File: src/design/spnc_pkg.sv
`timescale 1ns / 1ps
// Shared types and constants for the shortest path / negative cycle block.
// No dependencies.
package spnc_pkg;

  localparam int NODE_W   = 9;
  localparam int WEIGHT_W = 16;
  localparam int DIST_W   = 32;
  localparam int PCNT_W   = 10;

  localparam logic [1:0] OP_ADD   = 2'd0;
  localparam logic [1:0] OP_RUN   = 2'd1;
  localparam logic [1:0] OP_READ  = 2'd2;
  localparam logic [1:0] OP_CLEAR = 2'd3;

  localparam logic [1:0] ST_OK   = 2'd0;
  localparam logic [1:0] ST_NEG  = 2'd1;
  localparam logic [1:0] ST_FULL = 2'd2;

  localparam logic signed [DIST_W-1:0] DIST_MAX = 32'sh7fffffff;
  localparam logic signed [DIST_W-1:0] DIST_MIN = 32'sh80000000;

  typedef enum logic [3:0] {
    S_IDLE,
    S_ADD_WR,
    S_CLR,
    S_INIT,
    S_POP,
    S_POP_W,
    S_LOAD_U,
    S_EDGE,
    S_EDGE_W,
    S_RELAX,
    S_READ_W,
    S_DONE
  } state_t;

  typedef struct packed {
    logic                     better;
    logic signed [DIST_W-1:0] cand;
  } relax_t;

endpackage

File: src/design/spnc_relax.sv
`timescale 1ns / 1ps
// Shared relaxation unit: saturating distance add and improvement compare.
// Depends on spnc_pkg.
module spnc_relax (
  input  logic signed [spnc_pkg::DIST_W-1:0]   du,
  input  logic signed [spnc_pkg::WEIGHT_W-1:0] w,
  input  logic signed [spnc_pkg::DIST_W-1:0]   cur,
  input  logic                                 known,
  output spnc_pkg::relax_t                     res
);
  import spnc_pkg::*;

  logic signed [DIST_W:0]   sum;
  logic signed [DIST_W-1:0] cand;

  assign sum = {du[DIST_W-1], du} + (DIST_W + 1)'(w);

  always_comb begin
    if (sum[DIST_W] != sum[DIST_W-1]) begin
      cand = sum[DIST_W] ? DIST_MIN : DIST_MAX;
    end else begin
      cand = sum[DIST_W-1:0];
    end
  end

  assign res.cand   = cand;
  assign res.better = !known || (cand < cur);

endmodule

File: config.mk
export PLATFORM = sky130hd
export DESIGN_NAME = spnc_relax
export DESIGN_NICKNAME = d
export VERILOG_FILES = /design/src/design/spnc_pkg.sv /design/src/design/spnc_relax.sv
export SDC_FILE = /design/constraint.sdc
export NUM_CORES = 1
export LEC_CHECK = 0
export BUFFER_PORTS_ARGS = -buffer_cell sky130_fd_sc_hd__clkbuf_2
export CORE_MARGIN = 2
export CORE_UTILIZATION = 50
export DETAILED_ROUTE_END_ITERATION = 6
export PLACE_DENSITY = 0.83
export SLEW_MARGIN = 25
export SYNTH_ARGS = -nofsm -noshare
export SYNTH_HDL_FRONTEND = slang
export SYNTH_SLANG_ARGS = --single-unit
File: constraint.sdc
create_clock -name vclk -period 8.6
set_clock_uncertainty 0.2 [all_clocks]
set_input_delay 0.86 -clock vclk [all_inputs]
set_output_delay 0.86 -clock vclk [all_outputs]
set_load 0.05 [all_outputs]
# Word level (Yosys, flattened, before mapping)
# Cells that the tools add are included.
# totals
wordCells,7
register_bits,0
# classes
n_mux,2
n_reduce_logical,2
order_cmp,1
eq_ne,1
n_addsub,1
# ops
operator,n
$mux W32,2
$add A32 B16 Y33,1
$lt A32 B32 Y1,1
$logic_not A1 Y1,1
$logic_or A1 B1 Y1,1
$ne A1 B1 Y1,1

# Logic depth before layout (Yosys ltp)
# logic_depth
ltp_word,5
ltp_mapped,23
mapped_depth_nobuf,21

# Worst setup path after synthesis
# OpenSTA, ideal clock, no wires.
# synth_path
path_type,input port to output port
start,in du[0] in the netlist's numbering
end,out res[32] in the netlist's numbering
required_time_ns,7.540
n_path_buf,1
path_slack_ns,1.300
path_stages,22
arrival_ns,6.240
cell_sequence,ha_1 inv_1 fa_1 and2b_1 o2111ai_1 a31oi_1 a21o_2 a31oi_1 o41ai_2 buf_4 nor2_4 o21ai_0 ha_1 a21o_1 a21o_1 a21oi_1 nor2_1 a211oi_1 inv_1 maj3_1 a211oi_1 a211o_1
# synth_rtl
item,line,rtl
start: declaration,spnc_relax.sv:5,"input logic signed [spnc_pkg::DIST_W-1:0] du,"
end: declaration,spnc_relax.sv:9,output spnc_pkg::relax_t res

==> flow_metrics.tcl <==
set metrics [dict create \
    p_leak_nw 1.821 \
    die_area_mm2 0.005961 \
    vdd.ir_drop.worst_mv 0.07331 \
    area_growth_pct 23.62 \
    drive_above_1_share_pct 27.88 \
    cp.arrival_ns 6.08 \
    avgSynthCellArea_um2 7.283 \
    dieHeight_um 77.21 \
    timing.setup.tns_ns 0 \
    antenna_cells 0 \
    maxUsedRoutingLayer "met4" \
    setup_violations 0 \
    totalWireLength_mm 7.543 \
    drv_slew 0 \
    drc 0 \
    antenna_found_initial 0 \
    ys_seq_area_share_pct 0 \
    cts_resized 0 \
    initial_core_util_pct 52.14 \
    syn_area_mm2 0.002680 \
    synth_cell_types 55 \
    wl_met2_mm 3.702 \
    via_per_inst 5.771 \
    drt-initial-drc-count 93 \
    max_cap_violations 0 \
    vias 3157 \
    grt_usage_pct 24.35 \
    register_area_um2 0 \
    syn_inst 368 \
    fillers 494 \
    io_buffer_count 114 \
    num-clock-buffers 0 \
    core_area_mm2 0.005140 \
    max_freq_mhz 140.1 \
    nets 623 \
    antenna_left 0 \
    crit_path_start_kind "input pin" \
    post_cts_buffers 0 \
    wl_met1_mm 3.158 \
    status "complete, no violations" \
    rsz0062_at_grt "no" \
    grt_max_degree 27 \
    syn-num-nets 512 \
    yosys_warnings 0 \
    first_pass_iters 5 \
    grt_pass1_vias 2995 \
    grt_pass1_wl_mm 12.60 \
    die_w_um 77.21 \
    period_needed_ns 7.139 \
    dp_hpwl_mm 6.532 \
    finalCritPeriodShare_pct 83.01 \
    layoutNonFillerInstCount 547 \
    io_pins 114 \
    place.gp.congestion 0.8994 \
    hold_path_class "input pin to output port" \
    pwr_density_cell_mw_per_mm2 162.8 \
    gr-total-overflow 0 \
    crit_path_end_kind "output port" \
    design.seq.count 0 \
    critical_path_class "input pin to output port" \
    dp_cells 547 \
    slew_headroom_pct 64.04 \
    wl_met3_um 469 \
    critical_path_required_ns 7.54 \
    wire_per_inst_um 13.79 \
    hold_viol_final 0 \
    cp_max_fo 26 \
    cts_hold_buf 0 \
    placementRows 26 \
    tightest_slew_ns 0.5381 \
]
==> synthesized netlist by cell type, drive strengths merged <==
cell type / instances / area share (%)
nor3: 5 / 1.4
and4: 3 / 1.1
a41oi: 1 / 0.33
o21a: 4 / 1.1
nand3: 5 / 0.93
a221oi: 1 / 0.56
xor2: 13 / 4.2
nand2: 22 / 3.2
and2: 1 / 0.23
a211o: 2 / 0.65
nand4: 5 / 1.2
or2: 1 / 0.23
or4b: 1 / 0.37
a21boi: 1 / 0.28
a31o: 1 / 0.33
ha: 62 / 29
and2b: 1 / 0.28
o31ai: 2 / 0.56
nor2b: 4 / 0.93
a21o: 25 / 7.0
a21oi: 46 / 8.7
xnor2: 14 / 4.6
and3: 3 / 0.70
o21bai: 2 / 0.70
o21ba: 1 / 0.37
a31oi: 6 / 1.4
nand2b: 8 / 1.9
fa: 1 / 0.75
o21ai: 39 / 7.6
o2111ai: 2 / 0.65
a2111oi: 3 / 0.98
nor2: 14 / 2.2
maj3: 6 / 2.3
a211oi: 5 / 1.4
buf: 6 / 1.2
nor4: 2 / 0.47
o41ai: 4 / 1.6
inv: 38 / 5.3
o311ai: 1 / 0.98
or3: 2 / 0.47
o2bb2ai: 1 / 0.56
o211ai: 4 / 1.3
==> final cells by class <==
cell class / instances / area, um^2 / area share [%]
inverters: 38 / 142.6 / 4.305
well taps: 70 / 87.58 / 2.644
repair buffers: 115 / 578.1 / 17.45
multi-input cells: 324 / 2505 / 75.60
==> metrics by stage <==
| stage | area (um^2) | utilization (%) | total power, W | worst slack [ns] | hold slack (ns) |
|---|---|---|---|---|---|
| CTS | 3313 | 64.46 | 0.0005373 | 1.451 | 2.069 |
| detailed placement | 3313 | 64.46 | 0.0005346 | 1.465 | 2.069 |
| global route | 3313 | 64.46 | 0.0005842 | 1.120 | 2.090 |
| global placement | 3313 | 64.46 | 0.0005241 | 1.701 | 2.059 |
| finish | 3313 | 64.46 | 0.0005395 | 1.461 | 2.074 |
| floorplan | 2680 | - | 0.0004123 | 1.300 | 1.927 |
==> cells in the final DEF, fill, tap and decap left out, types with 2 or more instances in the layout <==
master / netlist / final
a2111oi_0: 3 / 3
a211o_1: 2 / 2
a211oi_1: 5 / 5
a21o_1: 24 / 24
a21oi_1: 45 / 45
a31oi_1: 6 / 6
and3_1: 3 / 3
and4_1: 2 / 2
clkbuf_2: 0 / 114
ha_1: 62 / 62
inv_1: 38 / 38
maj3_1: 4 / 4
maj3_2: 2 / 2
nand2_1: 21 / 21
nand2b_1: 8 / 8
nand3_1: 5 / 5
nand4_1: 5 / 5
nor2_1: 13 / 13
nor2b_1: 4 / 4
nor3_1: 4 / 4
nor4_1: 2 / 2
o2111ai_1: 2 / 2
o211ai_1: 3 / 3
o21a_1: 4 / 4
o21ai_0: 34 / 34
o21ai_1: 3 / 3
o21ai_2: 2 / 2
o31ai_1: 2 / 2
o41ai_1: 3 / 3
or3_1: 2 / 2
xnor2_1: 14 / 14
xor2_1: 13 / 13
==> kinds of logic after synthesis <==
logic type	Yosys count	synth area share, %
xor+xnor	27	8.824
buf+inv	44	6.536
compound gates	151	37.12
simple gates	77	15.50
fa+ha+maj	69	32.03
==> critical path, stage by stage <==
cell,delay [ns]
clkbuf_2,0.26
ha_1,0.45
a21o_1,0.20
a21o_1,0.19
a21o_1,0.23
or3_1,0.40
o311ai_4,0.27
nor3_4,0.12
nor2_4,0.47
o21ai_0,0.25
ha_1,0.34
a21o_1,0.18
a21o_1,0.17
a21oi_1,0.16
nor2_1,0.05
a211oi_1,0.29
inv_1,0.10
maj3_1,0.35
a211oi_1,0.26
a211o_1,0.17
clkbuf_2,0.27
==> where the power goes <==
| part | total (W) | switching [W] | internal (W) |
|---|---|---|---|
| Combinational | 0.000540 | 0.000369 | 0.000170 |
| Sequential | 0 | 0 | 0 |
| Clock | 0 | 0 | 0 |
| Total | 0.000540 | 0.000369 | 0.000170 |
==> routing by layer <==
metal | GRT usage (%) | vias up
li1 | - | 1594
met2 | 45.22 | 123
met1 | 28.93 | 1416
met5 | 0 | -
met4 | 7.679 | 0
met3 | 2.588 | 24
==> worst paths after layout <==
path / end / cells after the start / from / slack (ns)
max: res[32] / 21 / w[15] / 1.46
min: res[32] / 4 / known / 2.07
(Power assumes the default switching activity.)
